[src/rtl/axis_rotation_3d_top_macros.svh]
// assertion macros for the vertex rotation block
`ifndef AXIS_ROTATION_3D_TOP_MACROS_SVH
`define AXIS_ROTATION_3D_TOP_MACROS_SVH
`ifndef SYNTH
`define ROT3D_ASSERT(label, prop) \
   label: assert property (@(posedge clock) disable iff (reset) prop) \
      else $error("rot3d check failed");
`define ROT3D_ASSERT_ALWAYS(label, prop) \
   label: assert property (@(posedge clock) prop) \
      else $error("rot3d check failed");
`else
`define ROT3D_ASSERT(label, prop)
`define ROT3D_ASSERT_ALWAYS(label, prop)
`endif
`endif

[src/rtl/rot3d_pkg.sv]
`default_nettype none
package rot3d_pkg;

   typedef enum logic [1:0] {
      AXIS_X = 2'd0,
      AXIS_Y = 2'd1,
      AXIS_Z = 2'd2
   } axis_type;

   typedef enum logic [1:0] {
      QUAD_0 = 2'd0,
      QUAD_1 = 2'd1,
      QUAD_2 = 2'd2,
      QUAD_3 = 2'd3
   } quad_type;

   typedef struct packed {
      axis_type func;
      quad_type quad;
   } meta_type;

   localparam int ANGLE_FULL_W = 32;
   localparam int CORDIC_W     = 34;
   localparam int RESID_W      = 33;
   localparam int CORDIC_FRAC  = 30;
   localparam int ATAN_ENTRIES = 24;

   localparam logic signed [CORDIC_W-1:0] CORDIC_K = 34'sd652032874;
   localparam logic [ANGLE_FULL_W-1:0] EIGHTH_TURN = 32'h2000_0000;

   // arctangent of 2^-idx, 2^32 per turn
   function automatic logic [31:0] atan_value(input int idx);
      logic [31:0] v;
      case (idx)
         0:       v = 32'h20000000;
         1:       v = 32'h12E4051E;
         2:       v = 32'h09FB385B;
         3:       v = 32'h051111D4;
         4:       v = 32'h028B0D43;
         5:       v = 32'h0145D7E1;
         6:       v = 32'h00A2F61E;
         7:       v = 32'h00517C55;
         8:       v = 32'h0028BE53;
         9:       v = 32'h00145F2F;
         10:      v = 32'h000A2F98;
         11:      v = 32'h000517CC;
         12:      v = 32'h00028BE6;
         13:      v = 32'h000145F3;
         14:      v = 32'h0000A2FA;
         15:      v = 32'h0000517D;
         16:      v = 32'h000028BE;
         17:      v = 32'h0000145F;
         18:      v = 32'h00000A30;
         19:      v = 32'h00000518;
         20:      v = 32'h0000028C;
         21:      v = 32'h00000146;
         22:      v = 32'h000000A3;
         23:      v = 32'h00000051;
         default: v = 32'h00000000;
      endcase
      return v;
   endfunction

endpackage
`default_nettype wire

[src/rtl/rot3d_trig_map.sv]
`default_nettype none
module rot3d_trig_map #(
   parameter int COORD_WIDTH = 32,
   parameter int TRIG_FRAC   = 30,
   parameter int TRIG_W      = 34
) (
   input  logic                                    clock,
   input  logic                                    reset,
   input  logic                                    in_valid,
   output logic                                    in_ready,
   input  rot3d_pkg::meta_type                     in_meta,
   input  logic [3*COORD_WIDTH-1:0]                in_vertex,
   input  logic signed [rot3d_pkg::CORDIC_W-1:0]   in_cx,
   input  logic signed [rot3d_pkg::CORDIC_W-1:0]   in_cy,
   output logic                                    out_valid,
   input  logic                                    out_ready,
   output rot3d_pkg::axis_type                     out_func,
   output logic [3*COORD_WIDTH-1:0]                out_vertex,
   output logic signed [COORD_WIDTH-1:0]           out_a,
   output logic signed [COORD_WIDTH-1:0]           out_b,
   output logic signed [TRIG_W-1:0]                out_c,
   output logic signed [TRIG_W-1:0]                out_s
);
   import rot3d_pkg::*;

   localparam int SHIFT_R = CORDIC_FRAC - TRIG_FRAC;

   logic                          valid_ff;
   axis_type                      func_ff;
   logic [3*COORD_WIDTH-1:0]      vertex_ff;
   logic signed [COORD_WIDTH-1:0] a_ff, b_ff, a_in, b_in;
   logic signed [TRIG_W-1:0]      c_ff, s_ff, c_in, s_in;
   logic signed [CORDIC_W-1:0]    cm, sm;
   logic signed [COORD_WIDTH-1:0] vx, vy, vz;

   assign vx = in_vertex[COORD_WIDTH-1:0];
   assign vy = in_vertex[2*COORD_WIDTH-1:COORD_WIDTH];
   assign vz = in_vertex[3*COORD_WIDTH-1:2*COORD_WIDTH];

   always_comb begin
      case (in_meta.quad)
         QUAD_0: begin
            cm = in_cx;
            sm = in_cy;
         end
         QUAD_1: begin
            cm = -in_cy;
            sm = in_cx;
         end
         QUAD_2: begin
            cm = -in_cx;
            sm = -in_cy;
         end
         default: begin
            cm = in_cy;
            sm = -in_cx;
         end
      endcase
   end

   generate
      if (SHIFT_R == 0) begin : g_keep
         assign c_in = TRIG_W'(cm);
         assign s_in = TRIG_W'(sm);
      end else begin : g_round
         logic signed [CORDIC_W-1:0] ct, st;
         assign ct   = (cm >>> (SHIFT_R - 1)) + 1;
         assign st   = (sm >>> (SHIFT_R - 1)) + 1;
         assign c_in = TRIG_W'(ct >>> 1);
         assign s_in = TRIG_W'(st >>> 1);
      end
   endgenerate

   // operand pair (a, b) rotated into (a*c - b*s, a*s + b*c)
   always_comb begin
      case (in_meta.func)
         AXIS_X: begin
            a_in = vy;
            b_in = vz;
         end
         AXIS_Y: begin
            a_in = vz;
            b_in = vx;
         end
         default: begin
            a_in = vx;
            b_in = vy;
         end
      endcase
   end

   assign in_ready = !valid_ff || out_ready;

   always_ff @(posedge clock) begin
      if (reset) begin
         valid_ff <= 1'b0;
      end else if (in_ready) begin
         valid_ff <= in_valid;
      end
   end

   always_ff @(posedge clock) begin
      if (in_valid && in_ready) begin
         func_ff   <= in_meta.func;
         vertex_ff <= in_vertex;
         a_ff      <= a_in;
         b_ff      <= b_in;
         c_ff      <= c_in;
         s_ff      <= s_in;
      end
   end

   assign out_valid  = valid_ff;
   assign out_func   = func_ff;
   assign out_vertex = vertex_ff;
   assign out_a      = a_ff;
   assign out_b      = b_ff;
   assign out_c      = c_ff;
   assign out_s      = s_ff;

endmodule
`default_nettype wire

[config.mk]
export PLATFORM = sky130hd
export DESIGN_NAME = rot3d_trig_map
export DESIGN_NICKNAME = d
export VERILOG_FILES = /design/src/rtl/axis_rotation_3d_top_macros.svh /design/src/rtl/rot3d_pkg.sv /design/src/rtl/rot3d_trig_map.sv
export SDC_FILE = /design/constraint.sdc
export NUM_CORES = 1
export LEC_CHECK = 0
export ABC_CLOCK_PERIOD_IN_PS = 7970
export BUFFER_PORTS_ARGS = -buffer_cell sky130_fd_sc_hd__clkbuf_2
export CELL_PAD_IN_SITES_DETAIL_PLACEMENT = 1
export CELL_PAD_IN_SITES_GLOBAL_PLACEMENT = 1
export CORE_MARGIN = 10
export CORE_UTILIZATION = 39
export CTS_CLUSTER_DIAMETER = 50
export DETAILED_ROUTE_END_ITERATION = 8
export PLACE_DENSITY_LB_ADDON = 0.1
export SYNTH_ARGS = -nofsm -noshare
export SYNTH_HDL_FRONTEND = slang
export SYNTH_SLANG_ARGS = --single-unit
[constraint.sdc]
create_clock -name clock -period 7.97 [get_ports clock]
set_input_delay 0 -clock clock [delete_from_list [all_inputs] [get_ports clock]]
set_output_delay 0 -clock clock [all_outputs]
set_load 0.02 [all_outputs]
* Word level (Yosys, flattened, before mapping)
Cells that the tools add are included.
Word-level totals: register bits 231, output and inout bits 232, input port bits 172, word-level logic and storage cells 21
Operators by class: add/subtract/negate cells 2, multiplexer cells 4, equality and inequality tests 3, reductions and logical operators 5
Operators with widths (number):
- case mux 34 bit (3 select lines) | 2
- case mux 32 bit (2 select lines) | 2
- negator 34 bit | 2
- equality test 2 x 1 -> 1 bit, second input constant | 2
- zero test 2 bit | 2
- equality test 2 bit, second input constant | 1
- logical AND 1 bit | 1
- zero test 1 bit | 1
- logical OR 1 bit | 1

* Longest topological paths before layout
word-level depth 3, depth in mapped cells 8, depth with buffers taken out 7

* Worst setup path before layout
No wires, ideal clock.
kind register -> register, from register valid_ff (netlist: out_valid), to register a_ff[0] (netlist: out_a[0]), enable pin, period minus slack after synthesis 6.505 ns, arrival time 5.886 ns, path buffers 0, stages on the path, launching flop included 3, setup time 0.619 ns, required time 7.351 ns, setup slack 1.465 ns, cell sequence dfxtp_1 > nand2b_1 > and2_1
On the way: cells in the longest elaborated chain, start to end 3
RTL lines:
- start: declaration | line rot3d_trig_map.sv:28 | logic valid_ff;
- start signal: assignment | line rot3d_trig_map.sv:98 | valid_ff <= in_valid;
- zero test 1 bit | line rot3d_trig_map.sv:92 | assign in_ready = !valid_ff || out_ready;
- logical OR 1 bit | line rot3d_trig_map.sv:92
- net in_ready | line rot3d_trig_map.sv:10 | output logic in_ready,
- logical AND 1 bit | line rot3d_trig_map.sv:103 | if (in_valid && in_ready) begin
- end signal: assignment | line rot3d_trig_map.sv:106 | a_ff <= a_in;
- end: declaration | line rot3d_trig_map.sv:31 | logic signed [COORD_WIDTH-1:0] a_ff, b_ff, a_in, b_in;
The timed path passes the listed nets, and every way through them passes these cells. A chain may end at the register's enable or synchronous reset.

* Final worst setup path
from input port in_cx[0] in the netlist's numbering, to register c_ff[18] (netlist: out_c[18]) (data pin)
On the way: cells in the longest elaborated chain, start to end 2
RTL lines:
- start: declaration | line rot3d_trig_map.sv:13 | input logic signed [rot3d_pkg::CORDIC_W-1:0] in_cx,
- negator 34 bit | line rot3d_trig_map.sv:51 | cm = -in_cx;
- case mux 34 bit (3 select lines) | line rot3d_trig_map.sv:41 | case (in_meta.quad)
- net c_in[18] | line rot3d_trig_map.sv:32 | logic signed [TRIG_W-1:0] c_ff, s_ff, c_in, s_in;
- end signal: assignment | line rot3d_trig_map.sv:108 | c_ff <= c_in;
- end: declaration | line rot3d_trig_map.sv:32
The timed path passes the listed nets, and every way through them passes these cells.

==> results.sh <==
export IMPL_first_iter_violations=619
export IMPL_timing_final_ws_setup_ns=4.568
export IMPL_tritoncts="yes"
export IMPL_rsz0062_at_grt="false"
export IMPL_synth_top_area_share=0.5964
export IMPL_clock_latency_ns=0.55
export IMPL_p_int_mw=2.528
export IMPL_syn_nets=1116
export IMPL_cp_common_cell="dlygate4sd3_1"
export IMPL_crit_slowest_cell="or4b_1"
export IMPL_maxCapViolCount=0
export IMPL_drive_gt1_frac=0.3224
export IMPL_seq_area_frac_synth=0.5981
export IMPL_yosys_warnings=0
export IMPL_dieArea_um2=36990
export IMPL_clk_pin_slew_ns=0.06
export IMPL_yosys_top_cells_area="edfxtp_1, mux2i_1, o21ai_0"
export IMPL_irDropWorstVdd_mv=0.1800
export IMPL_cp_arrival_ns=3.69
export IMPL_crit_path_cell_trace="dlygate4sd3_1, clkbuf_2, inv_1, ha_1, or4b_1, or3_1, o41ai_1, xor2_1, mux2i_1, dlygate4sd3_1"
export IMPL_status="finished clean"
export IMPL_maxSlewViolCount=0
export IMPL_overflow=0
export IMPL_grt_pass1_vias=10950
export IMPL_leakagePower_nw=6.796
export IMPL_tns_ns=0
export IMPL_port_buffers=403
export IMPL_async_reset_ff_frac=0
export IMPL_dr_pass1_iters=5
export IMPL_cp_max_fo=8
export IMPL_synthMostInstantiatedCell="edfxtp_1"
export IMPL_h_tree_depth=1
export IMPL_critPathBufInv=4
export IMPL_nets=1671
export IMPL_root_buffer="clkbuf_16"
export IMPL_hold_path_class="input port to flip-flop"
export IMPL_power_per_cell_area_nw_per_um2=208.5
export IMPL_required_ns=8.26
export IMPL_yosys_top_cells_count="edfxtp_1, nand2_1, mux2i_1"
export IMPL_slowest_delay_ns=0.60
export IMPL_worst_pin_slew_ns=1.178
export IMPL_fillers=3181
export IMPL_wl_um=47500
export IMPL_clkPwrFrac=0.395
export IMPL_min_period_ns=3.402
export IMPL_fp_dieH_um=192.3
export IMPL_critPathLaunchType="input port"
export IMPL_synth_seq_cells=231
export IMPL_power_frac_seq=0.425
export IMPL_cts_buffers=30
export IMPL_grt_pass1_wl_um=69550
export IMPL_drc_errors=0
export IMPL_finish_utilization=0.5665
export IMPL_rows=63
export IMPL_start_util=0.3928
export IMPL_yosys_area_top_type="edfxtp_1"
export IMPL_dp_slack_ns=4.985
export IMPL_vias_per_cell=5.394
export IMPL_dp_cells=1679
export IMPL_post_dp_hpwl_um=32770
export IMPL_drt_wirelength_per_cell_um=24.83
export IMPL_syn_to_final_growth_pct=44.22
export IMPL_critPathCaptureType="flip-flop"
export IMPL_synth_ff_type="edfxtp_1"
export IMPL_max_slew_margin_rel=0.2074
export IMPL_die_x_um=192.3
export IMPL_clock_path_buffers=3
export IMPL_core_um2=29480
export IMPL_p_sw_mw=0.9543
export IMPL_grt_max_degree=90
export IMPL_fin_crit_sh=0.4269
export IMPL_switching_share=0.2741
export IMPL_p_comb_frac=0.180
export IMPL_antenna_left=0
export IMPL_post_cts_resize_count=0
export IMPL_syn_mean_instance_area_um2=12.29
export IMPL_synth_edf_count=230
export IMPL_antenna_found_initial=3
export IMPL_numClockSinks=231
export IMPL_final_cells=1913
export IMPL_setup_violations_final=0
export IMPL_gp_congestion=0.8156
export IMPL_synthDistinctLibCells=65
export IMPL_cpLargestDelayFamily="buffers and inverters"
export IMPL_fmax_mhz=293.9
export IMPL_postSynthCellCount=942
export IMPL_finalHoldViolCount=0
export IMPL_finalClockSkew_ns=0.01447
export IMPL_vias=10320
export IMPL_grt_use_total=0.2456
export IMPL_path_class="input port to flip-flop"
export IMPL_synth_area_um2=11580
export IMPL_num_io_pins=404
path summary, 6_finish.rpt:
kind,start,slack [ns],depth (start not counted),endpoint
setup / recovery,in_cx[0],4.57,10,out_c[18]
hold / removal,in_cy[7],0.009,3,out_c[7]
setup reg to reg,out_valid,5.00,4,out_vertex[0]
hold reg to reg,out_valid,0.96,2,out_c[28]
power groups by stage:
stage	logic, mW	registers (mW)	clock network [mW]
final	0.627	1.48	1.37
after CTS	0.623	1.48	1.39
after global placement	0.527	1.50	0
after floorplan	0.190	1.62	0
after detailed placement	0.537	1.50	0
after global routing	0.675	1.49	1.46
cell families after synthesis:
family	count (synthesis)	synth area share
mux	113	0.1049
flops	231	0.5981
xor+xnor	60	0.04538
simple gates	251	0.1106
fa+ha+maj	2	0.002160
buf+inv	77	0.02593
compound gates	208	0.1129
state kept, by name, summed over array words and instances, names as in the netlist:
| register | cells |
|---|---|
| out_func | 2 |
| out_b | 32 |
| out_c | 34 |
| out_s | 34 |
| out_vertex | 96 |
| out_a | 32 |
| out_valid | 1 |
worst register-to-register path, stage by stage, from the launching register on:
cell	delay [ns]
dfxtp_1	0.32
nand2b_1	0.13
and2_4	0.42
buf_4	0.76
buf_4	0.89
stage by stage:
| stage | cell area, µm² | power (mW) | hold slack (ns) |
|---|---|---|---|
| 3_5_place_dp | 13920 | 2.039 | 0.1578 |
| 4_1_cts | 16690 | 3.493 | 0.002536 |
| 6_report | 16700 | 3.482 | 0.008784 |
| 2_1_floorplan | 11580 | 1.812 | 0.06907 |
| 3_3_place_gp | 13920 | 2.027 | 0.1585 |
| 5_1_grt | 16700 | 3.618 | 0.02256 |
timing repair:
item,in CTS,in global routing
buffers inserted,0,0
hold buffers,176,0
hold endpoints to repair,223,0
metal layers:
metal	track usage	up-vias	wire length, µm
li1	-	4765	-
met1	0.2676	5111	17450
met2	0.4471	363	24620
met3	0.06180	77	3658
met4	0.09690	2	1771
met5	0	-	7
area by class of cell:
cell class                      count  area, µm²  area share
Antenna cell                        3      7.507   0.0004495
Clock buffer                       34      787.0     0.04712
Clock inverter                     21      226.5     0.01356
Inverter                            9      33.78    0.002023
Multi-Input combinational cell    634       4357      0.2608
Sequential cell                   231       6927      0.4147
Tap cell                          390      488.0     0.02922
Timing Repair Buffer              591       3876      0.2321
layout by cell type (no fill, tap or decap), types with 8 or more instances in the layout:
cell type / instances
a21oi_1: 26
or4_1: 13
clkbuf_16: 31
edfxtp_1: 230
clkbuf_2: 400
mux2i_1: 103
a211oi_1: 11
nor2_1: 37
dlygate4sd3_1: 176
nor4_1: 23
inv_1: 9
buf_4: 15
nand2_1: 105
or3_1: 21
o21ai_0: 96
o31ai_1: 14
o41ai_1: 8
xor2_1: 30
xnor2_1: 30
nor3_1: 14
No activity file was read; power rests on OpenSTA's default activity.
