File: config.mk
export PLATFORM = sky130hd
export DESIGN_NAME = rot3d_cordic_cell
export DESIGN_NICKNAME = d
export VERILOG_FILES = /design/src/rtl/axis_rotation_3d_top_macros.svh /design/src/rtl/rot3d_pkg.sv /design/src/rtl/rot3d_cordic_cell.sv
export SDC_FILE = /design/constraint.sdc
export NUM_CORES = 1
export LEC_CHECK = 0
export BUFFER_PORTS_ARGS = -buffer_cell sky130_fd_sc_hd__buf_2
export CORE_ASPECT_RATIO = 0.5
export CORE_UTILIZATION = 35
export CTS_CLUSTER_SIZE = 14
export DETAILED_ROUTE_END_ITERATION = 16
export HOLD_SLACK_MARGIN = 0.08
export PLACE_DENSITY = 0.67
export SLEW_MARGIN = 0
export SYNTH_ARGS = -nofsm -noshare
export SYNTH_HDL_FRONTEND = slang
export SYNTH_SLANG_ARGS = --single-unit
File: constraint.sdc
create_clock -name clock -period 9.2 [get_ports clock]
set_clock_uncertainty 0.15 [all_clocks]
set_input_delay 0.46 -clock clock [delete_from_list [all_inputs] [get_ports clock]]
set_output_delay 0.46 -clock clock [all_outputs]
set_load 0.005 [all_outputs]
File: src/rtl/axis_rotation_3d_top_macros.svh
// assertion macros for the vertex rotation block
`ifndef AXIS_ROTATION_3D_TOP_MACROS_SVH
`define AXIS_ROTATION_3D_TOP_MACROS_SVH
`ifndef SYNTH
`define ROT3D_ASSERT(label, prop) \
   label: assert property (@(posedge clock) disable iff (reset) prop) \
      else $error("rot3d check failed");
`define ROT3D_ASSERT_ALWAYS(label, prop) \
   label: assert property (@(posedge clock) prop) \
      else $error("rot3d check failed");
`else
`define ROT3D_ASSERT(label, prop)
`define ROT3D_ASSERT_ALWAYS(label, prop)
`endif
`endif

File: src/rtl/rot3d_pkg.sv
`default_nettype none
package rot3d_pkg;

   typedef enum logic [1:0] {
      AXIS_X = 2'd0,
      AXIS_Y = 2'd1,
      AXIS_Z = 2'd2
   } axis_type;

   typedef enum logic [1:0] {
      QUAD_0 = 2'd0,
      QUAD_1 = 2'd1,
      QUAD_2 = 2'd2,
      QUAD_3 = 2'd3
   } quad_type;

   typedef struct packed {
      axis_type func;
      quad_type quad;
   } meta_type;

   localparam int ANGLE_FULL_W = 32;
   localparam int CORDIC_W     = 34;
   localparam int RESID_W      = 33;
   localparam int CORDIC_FRAC  = 30;
   localparam int ATAN_ENTRIES = 24;

   localparam logic signed [CORDIC_W-1:0] CORDIC_K = 34'sd652032874;
   localparam logic [ANGLE_FULL_W-1:0] EIGHTH_TURN = 32'h2000_0000;

   // arctangent of 2^-idx, 2^32 per turn
   function automatic logic [31:0] atan_value(input int idx);
      logic [31:0] v;
      case (idx)
         0:       v = 32'h20000000;
         1:       v = 32'h12E4051E;
         2:       v = 32'h09FB385B;
         3:       v = 32'h051111D4;
         4:       v = 32'h028B0D43;
         5:       v = 32'h0145D7E1;
         6:       v = 32'h00A2F61E;
         7:       v = 32'h00517C55;
         8:       v = 32'h0028BE53;
         9:       v = 32'h00145F2F;
         10:      v = 32'h000A2F98;
         11:      v = 32'h000517CC;
         12:      v = 32'h00028BE6;
         13:      v = 32'h000145F3;
         14:      v = 32'h0000A2FA;
         15:      v = 32'h0000517D;
         16:      v = 32'h000028BE;
         17:      v = 32'h0000145F;
         18:      v = 32'h00000A30;
         19:      v = 32'h00000518;
         20:      v = 32'h0000028C;
         21:      v = 32'h00000146;
         22:      v = 32'h000000A3;
         23:      v = 32'h00000051;
         default: v = 32'h00000000;
      endcase
      return v;
   endfunction

endpackage
`default_nettype wire

File: src/rtl/rot3d_cordic_cell.sv
`default_nettype none
module rot3d_cordic_cell #(
   parameter int COORD_WIDTH = 32,
   parameter int SHIFT       = 0
) (
   input  logic                                       clock,
   input  logic                                       reset,
   input  logic                                       in_valid,
   output logic                                       in_ready,
   input  rot3d_pkg::meta_type                        in_meta,
   input  logic [3*COORD_WIDTH-1:0]                   in_vertex,
   input  logic signed [rot3d_pkg::CORDIC_W-1:0]      in_cx,
   input  logic signed [rot3d_pkg::CORDIC_W-1:0]      in_cy,
   input  logic signed [rot3d_pkg::RESID_W-1:0]       in_cz,
   output logic                                       out_valid,
   input  logic                                       out_ready,
   output rot3d_pkg::meta_type                        out_meta,
   output logic [3*COORD_WIDTH-1:0]                   out_vertex,
   output logic signed [rot3d_pkg::CORDIC_W-1:0]      out_cx,
   output logic signed [rot3d_pkg::CORDIC_W-1:0]      out_cy,
   output logic signed [rot3d_pkg::RESID_W-1:0]       out_cz
);
   import rot3d_pkg::*;

   logic                       valid_ff;
   meta_type                   meta_ff;
   logic [3*COORD_WIDTH-1:0]   vertex_ff;
   logic signed [CORDIC_W-1:0] cx_ff, cy_ff, cx_in, cy_in;
   logic signed [RESID_W-1:0]  cz_ff, cz_in;
   logic signed [RESID_W-1:0]  atan_step;

   assign atan_step = $signed({1'b0, atan_value(SHIFT)});

   always_comb begin
      if (!in_cz[RESID_W-1]) begin
         cx_in = in_cx - (in_cy >>> SHIFT);
         cy_in = in_cy + (in_cx >>> SHIFT);
         cz_in = in_cz - atan_step;
      end else begin
         cx_in = in_cx + (in_cy >>> SHIFT);
         cy_in = in_cy - (in_cx >>> SHIFT);
         cz_in = in_cz + atan_step;
      end
   end

   assign in_ready = !valid_ff || out_ready;

   always_ff @(posedge clock) begin
      if (reset) begin
         valid_ff <= 1'b0;
      end else if (in_ready) begin
         valid_ff <= in_valid;
      end
   end

   always_ff @(posedge clock) begin
      if (in_valid && in_ready) begin
         meta_ff   <= in_meta;
         vertex_ff <= in_vertex;
         cx_ff     <= cx_in;
         cy_ff     <= cy_in;
         cz_ff     <= cz_in;
      end
   end

   assign out_valid  = valid_ff;
   assign out_meta   = meta_ff;
   assign out_vertex = vertex_ff;
   assign out_cx     = cx_ff;
   assign out_cy     = cy_ff;
   assign out_cz     = cz_ff;

endmodule
`default_nettype wire

### Word-level counts from Yosys, hierarchy flattened

Cells that the tools add are included.

| word-level totals | value |
|---|---|
| latch bits | 0 |
| register bits after elaboration | 202 |
| bits in read-only memories | 0 |
| bits in writable memories | 0 |
| memories | 0 |
| logic and storage cells | 18 |

| operators by class | value |
|---|---|
| $add $sub $neg | 5 |
| equality and inequality tests | 0 |
| multipliers | 0 |
| bitwise logic cells | 0 |
| divide/modulo/power cells | 0 |
| reductions and logical operators | 3 |
| multiplexer cells | 3 |
| magnitude comparators | 0 |
| shift-type cells | 0 |

Operators with widths:

| kind | count |
|---|---|
| 34-bit 2-to-1 mux | 2 |
| 34-bit subtractor | 2 |
| 34-bit adder | 1 |
| 33-bit by 31-bit adder with 33-bit output, second input constant | 1 |
| 33-bit 2-to-1 mux | 1 |
| 33-bit by 31-bit subtractor with 33-bit output, second input constant | 1 |
| 1-bit logical AND | 1 |
| 1-bit zero test | 1 |
| 1-bit logical OR | 1 |

### Longest topological paths before layout

Gate-level depths: netlist of run 1.

| depth | value |
|---|---|
| depth after elaboration | 3 |
| mapped depth | 12 |
| mapped depth without buffers | 12 |

### Least setup slack after synthesis of run 1

Ideal clock, no wire load.

| path | value |
|---|---|
| path type | input port to flip-flop |
| from | in out_ready |
| to | reg cx_ff[0], in the netlist out_cx[0], enable pin |
| path slack | 3.277 ns |
| library setup time | 0.586 ns |
| arrival | 5.188 ns |
| cell stages on the path | 2 |
| data required time | 8.464 ns |
| path through | nand2b_1 -> and2_1 |

| on the way | value |
|---|---|
| longest elaborated chain between the ends | 2 |

Ends and longest elaborated chain:

| what | RTL line | source |
|---|---|---|
| start, declared | rot3d_cordic_cell.sv:16 | `input logic out_ready,` |
| 1-bit logical OR | rot3d_cordic_cell.sv:46 | `assign in_ready = !valid_ff \|\| out_ready;` |
| 1-bit logical AND | rot3d_cordic_cell.sv:57 | `if (in_valid && in_ready) begin` |
| end signal, assigned | rot3d_cordic_cell.sv:60 | `cx_ff <= cx_in;` |
| end, declared | rot3d_cordic_cell.sv:28 | `logic signed [CORDIC_W-1:0] cx_ff, cy_ff, cx_in, cy_in;` |

Every way passes these cells.
A chain may end at the register's enable or synchronous reset.

### Final worst setup path of run 1

| path | value |
|---|---|
| from | in in_cx[0] in the netlist's numbering |
| to | reg cx_ff[30], in the netlist out_cx[30], data pin |

| on the way | value |
|---|---|
| longest elaborated chain between the ends | 2 |
| elaborated cells on any way between the ends | 3 |
| classes of those cells | add/sub: 2; mux: 1 |

Ends and longest elaborated chain:

| what | RTL line | source |
|---|---|---|
| start, declared | rot3d_cordic_cell.sv:12 | `input logic signed [rot3d_pkg::CORDIC_W-1:0] in_cx,` |
| 34-bit subtractor / 34-bit adder (equally long branches) | rot3d_cordic_cell.sv:36, rot3d_cordic_cell.sv:40 |  |
| 34-bit 2-to-1 mux * | rot3d_cordic_cell.sv:35 | `if (!in_cz[RESID_W-1]) begin` |
| via cx_in[30] | rot3d_cordic_cell.sv:28 |  |

The timed path passes the listed nets; every way through them passes the cells marked *.

==> results of run 1 <==
[cell families after synthesis]
logic type	share of synthesized area, %
AOI/OAI and AO/OA	19.1
buffers and inverters	5.23
muxes	0.745
and+or+nand+nor	9.24
adders and majority gates	11.2
DFF	49.8
xor gates and xnor gates	4.63
[sequential cells by signal, indices dropped and copies added (netlist names)]
register and flops:
out_cx 34, out_cy 33, out_cz 33, out_meta 4, out_valid 1, out_vertex 96
[per-layer routing]
metal,global-route usage [%],routed length (um)
met4,5.59,949
met2,39.5,20500
met3,3.42,2540
met5,0,0
met1,28.8,16900
[how the worst min path moves through the flow]
stage,end,slack [ns],cells after the start
after floorplan,out_valid,0.37,2
after global placement,out_valid,0.36,2
after detailed placement,out_valid,0.37,2
after CTS,out_cz[30],0.12,2
after global routing,out_cz[30],0.13,2
final,out_cz[30],0.15,2
[worst register-to-register path, delay by kind of cell, from the launching register on]
kind	cells	cell delay, ns
buffers and inverters	1	0.90
and+or+nand+nor	2	0.79
DFF	1	0.31
[area by class of cell]
| class | count | area (um2) |
|---|---|---|
| clock inverter | 11 | 109 |
| clock buffer | 24 | 537 |
| inverter | 111 | 417 |
| sequential | 201 | 6030 |
| timing repair buffer | 545 | 3400 |
| multi-input combinational | 769 | 5440 |
| fill | 3072 | 17000 |
| tap | 441 | 552 |
[placed cells by master (no fill, tap or decap), drive strengths merged, types with 5 or more instances in the layout]
master	count
o21bai	14
nor3	29
mux2i	9
nor2	62
a21oi	131
xor2	9
nor2b	10
inv	108
nand2b	16
a21boi	5
nand2	59
o31ai	13
ha	102
dlygate4sd3	132
a21o	30
nand3	19
o21ai	81
xnor2	55
edfxtp	200
buf	413
o21a	13
a2111oi	6
nand4	9
o211ai	6
a211oi	12
clkbuf	24
clkinv	10
[timing repair]
item,4_1_cts,5_1_grt
endpoints found under the hold margin,131,0
hold buffers,132,0
gates resized for setup,0,0
[power groups by stage]
stage / clock, mW / sequential, mW / combinational (mW)
2_1_floorplan: 0 / 1.17 / 0.341
3_3_place_gp: 0 / 1.16 / 0.596
3_5_place_dp: 0 / 1.16 / 0.598
4_1_cts: 0.870 / 1.14 / 0.647
5_1_grt: 0.897 / 1.15 / 0.710
6_report: 0.844 / 1.14 / 0.656
[per-stage QoR]
step | worst slack, ns | hold WS [ns]
finish | 5.62 | 0.148
global route | 5.47 | 0.135
CTS | 5.73 | 0.118
detailed placement | 5.18 | 0.369
global placement | 5.23 | 0.363
floorplan | 3.28 | 0.372
==> key figures, run 1 <==
Drt
  – DRT Wirelength: 40900 um
  – Vias: ~11000
  – Routed len/inst: about 19 um
  – Vias per inst: 5.21
  – DR DRC count: 0
  – Post-route ant nets: 0
  – Drt pass-1 iters: 6
  – Initial DRC count: 962

Clock tree
  – H-Tree Depth: 1
  – Postcts setup bufs: 0
  – Root buffer cell: clkbuf_16
  – Reg clk slew, reported paths: 0.06 ns
  – # clock sinks: 201
  – Clock tree buffer depth: 3
  – CTS tree: built
  – Clock Latency Late Sink: 0.51 ns
  – CTS buffer count: 21

Synthesis
  – Sequential element share of the synthesized area: 49.8%
  – Syn Area/Cell: 10.7 um2
  – Commonest cells post-synth: 200 x edfxtp_1, 131 x a21oi_1, 106 x inv_1
  – Register bit total from synthesis: around 200
  – Area leader, netlist: edfxtp_1
  – Post-synthesis cell type count: 74
  – Commonest register cell after synthesis: edfxtp_1
  – Mapped Nets: 1441
  – Post-synth EDFFs: 200
  – Top-count cell post-synth: edfxtp_1
  – Yosys top cell area share: 49.7%
  – Synth warn: 0
  – Synth async-reset ratio: 0%
  – Cells after synthesis: 1130
  – Synth area leaders: edfxtp_1 50%, ha_1 11%, a21oi_1 5.4%
  – Synthesized area: around 12000 um2

Power
  – Net Sw Power: 776 uW
  – P_int: approximately 1.9 mW
  – Pwr dens: about 160 nW/um2
  – Max VDD drop: 0.100 mV
  – Sw Share: between 20 and 30%
  – Leak: just over 7 nW
  – Flop pwr share: 43.2%
  – Clk pwr share: 32.0%
  – Total power: 2.64 mW
  – Comb power frac: 24.9%

Placed design
  – RePlAce Congestion: 0.920
  – Placed Cells: 1935
  – Placement Cell Area: approximately 15000 um2
  – Buffers on Ports: ~400
  – Detailed Place HPWL: 29900 um

Final layout
  – Fin cells: ~2100
  – Syn-to-layout area delta: 36.3%
  – Final instance area: approximately 16000 um2
  – Layout cells sized above 1: 27.7%
  – Layout Nets: 1960
  – Final Core Density: 49.2%
  – Diodes inserted: 0

Timing
  – TNS Setup: 0 ns
  – Worst rel slew slack: a little over a third
  – RSZ-0062 raised after global routing: false
  – Max-slew violation count: 0
  – Slew at the pin closest to its max-slew limit: 0.969 ns
  – Fin crit period: 3.58 ns
  – Hold Vio Cnt, Final: 0
  – Endpoints failing setup: 0
  – Final cycle utilization of the critical path: between 30% and 40%
  – Max Freq: 0.280 GHz

Global routing
  – Grt total ovfl: 0
  – Number of global-route vias before repair: 10600
  – Total Routing Usage GR: 22.4%
  – Antenna violations before repair: 0
  – First-pass GRT wire length: 61400 um
  – Pin count of the biggest net entering global routing: 95

Critical path
  – Reg2reg end: out_cx[16]
  – Worst Setup End Kind: flip-flop
  – Critical Path Start Type: input port
  – WP data arrival: roughly 3.7 ns
  – Stages on the worst setup path: 12
  – Worst path slowest cell: a2111oi_4
  – CP max stage delay: ~0.44 ns
  – R2r startpoint: out_valid
  – Buf/Inv on CP: 1
  – Worst path most repeated cell: a2111oi_4
  – CP startpoint: in_cx[0]
  – WP data required: just over 9 ns
  – Worst R2R Setup Slack: 6.64 ns
  – CP Class: input port to flip-flop
  – Reg2Reg Depth: 3
  – Worst setup path endpoint: out_cx[30]
  – CP Cell Sequence: buf_2 > ha_1 > fa_1 > nor3b_2 > o311ai_4 > a2111oi_4 > o31ai_4 > o211ai_2 > a2111oi_4 > o21ai_2 > a2111o_1 > and4_1
  – CP delay by family, top: compound AO/OA/AOI/OAI gates
  – Crit-path max FO: 4

Min path
  – Min-delay src: in_cz[30]
  – Worst Hold Class: input port to flip-flop

Run
  – Maximum capacitance violations: 0

Floorplanning
  – Core Box Area: 33500 um2
  – Initial Util: 36.1%
  – Io pins: 408
  – Die area: 35300 um2
  – Row count: 47
  – Chip height: 133 um
  – Die W: 265 um

Run status
  – Status: finished clean
Note: power is estimated with default switching activity, not from simulation.
==> run 2: changes to the inputs <==
==> constraint.sdc (replaced) <==
create_clock -name clock -period 3.4 [get_ports clock]
set_clock_uncertainty 0.15 [all_clocks]
set_input_delay 0.17 -clock clock [delete_from_list [all_inputs] [get_ports clock]]
set_output_delay 0.17 -clock clock [all_outputs]
set_load 0.005 [all_outputs]
==> run 2 against run 1 <==
Against the previous run:
- sequential power increased to 2.7 times the previous value
- sequential cell count unchanged
- first-iteration DRC count increased by 2.4%
- clock-buffer cell count increased by 2
- sequential share of layout area decreased by 1.6 points
==> key figures, run 2 (synthesis results as in run 1) <==
Clock tree
  – CTS tree: built
  – Clock Latency Late Sink: 0.52 ns
  – Clock tree buffer depth: 3
  – H-Tree Depth: 1
  – Root buffer cell: clkbuf_16
  – Reg clk slew, reported paths: 0.06 ns
  – # clock sinks: 201
  – CTS buffer count: 21
  – Postcts setup bufs: 0

Placed design
  – Placement Cell Area: about 15000 um2
  – Buffers on Ports: just over 400
  – Placed Cells: 2018
  – Detailed Place HPWL: around 31000 um
  – RePlAce Congestion: 0.930

Final layout
  – Commonest cells after routing, fill and taps aside: 407 x buf_2, 200 x edfxtp_1, 139 x dlygate4sd3_1
  – Layout Nets: around 2100
  – Commonest non-fill, non-tap cell in the layout: buf_2
  – Syn-to-layout area delta: 42.6%
  – Layout cells sized above 1: 31.1%
  – Fin cells: 2196
  – Largest register FFs: 96
  – Final instance area: 17300 um2
  – # fillers: slightly above 3000

Timing
  – Endpoints failing setup: 0
  – Worst rel slew slack: 37.0%
  – Hold Vio Cnt, Final: 0
  – Final cycle utilization of the critical path: 94.9%
  – Max Freq: 0.310 GHz
  – Fin crit period: 3.23 ns
  – Max-slew violation count: 0
  – TNS Setup: 0 ns
  – RSZ-0062 raised after global routing: false
  – Slew at the pin closest to its max-slew limit: 0.945 ns

Floorplanning
  – Row count: 47
  – Die area: 35300 um2
  – Die W: 265 um
  – Io pins: 408
  – Initial Util: between 30% and 40%
  – Chip height: 133 um
  – Core Box Area: 33500 um2

Power
  – Pwr dens: about 430 nW/um2
  – Total power: 7.38 mW
  – Max VDD drop: ~0.31 mV
  – Leak: about 7.7 nW

Min path
  – Hold Crit Depth: 3
  – Worst Hold Class: input port to flip-flop

Drt
  – Initial DRC count: 985
  – Routed len/inst: between 15 and 20 um
  – Post-route ant nets: 0
  – Drt pass-1 iters: 5
  – DR DRC count: 0
  – DRT Wirelength: between 40000 and 50000 um
  – Vias per inst: 5.07
  – Vias: 11100

Critical path
  – WP data arrival: 3.34 ns
  – CP Class: input port to flip-flop
  – Critical Path Start Type: input port
  – Crit-path max FO: 3
  – WP data required: 3.51 ns
  – Reg2Reg Depth: 3
  – Worst Setup End Kind: flip-flop

Global routing
  – Antenna violations before repair: 2
  – First-pass GRT wire length: just over 60000 um
  – Total Routing Usage GR: 22.2%
  – Pin count of the biggest net entering global routing: 94
  – Grt total ovfl: 0
  – Number of global-route vias before repair: 10900

Run
  – Maximum capacitance violations: 0

Run status
  – Status: finished clean
run 2: changes by cell type in the layout (fill, tap and decap cells not counted), moves of 2 or more:
| cell | before | now |
|---|---|---|
| buf_12 | 0 | 2 |
| buf_4 | 6 | 87 |
| clkbuf_1 | 3 | 5 |
| clkinvlp_4 | 2 | 0 |
| diode_2 | 0 | 2 |
| dlygate4sd3_1 | 132 | 139 |
| inv_6 | 1 | 3 |
run 2: worst paths after layout:
kind              from              to  slack [ns]
max           in_cy[0]      out_cx[32]        0.17
min          in_cy[31]      out_cy[31]        0.13
max reg2reg  out_valid      out_cx[15]        1.45
min reg2reg  out_valid  out_vertex[81]        0.91
run 2: power by group:
part	switching [mW]	internal [mW]	leakage, nW
clock	1.01	1.37	0.331
sequential	0.0637	3.01	1.94
combinational	1.06	0.859	5.39
run 2: area by class of cell:
class,count,area (um2),area share [%]
clock buffer,26,544,3.16
inverter,111,417,2.42
antenna,2,5.00,0.0290
multi-input combinational,769,5450,31.6
clock inverter,11,136,0.791
timing repair buffer,635,4120,23.9
tap,441,552,3.20
sequential,201,6030,34.9
run 2: worst max-delay path, stage by stage:
cell           delay [ns]
buf_2                0.11
dlygate4sd3_1        0.55
buf_4                0.13
ha_1                 0.21
fa_2                 0.36
nand2b_1             0.18
a211oi_2             0.19
buf_4                0.16
o2111ai_1            0.18
a21boi_1             0.16
buf_4                0.14
o21ai_0              0.11
a21oi_2              0.22
o2111ai_1            0.14
a22oi_1              0.20
xor2_1               0.10
run 2: layer usage:
layer  vias up  part of all wire (%)  track usage (%)
li1       5325                     -                -
met1      5295                    41             27.9
met2       435                    49             38.5
met3        77                   7.2             4.20
met4         0                   3.1             7.71
met5         -                     0                0
run 2: metrics by stage:
| step | setup slack, ns | util (%) | hold WS [ns] |
|---|---|---|---|
| detailed placement | -0.164 | 45.2 | 0.198 |
| CTS | 0.0694 | 51.4 | 0.0912 |
| floorplan | 0.175 | - | 0.0891 |
| global route | 0.00781 | 51.5 | 0.132 |
| global placement | -0.153 | 45.2 | 0.196 |
| finish | 0.173 | 51.5 | 0.126 |
run 2: timing repair:
action                     CTS  global route
hold buffers               139             0
setup endpoints to repair    0             3
gates resized for setup      0             4
hold endpoints to repair   139             0
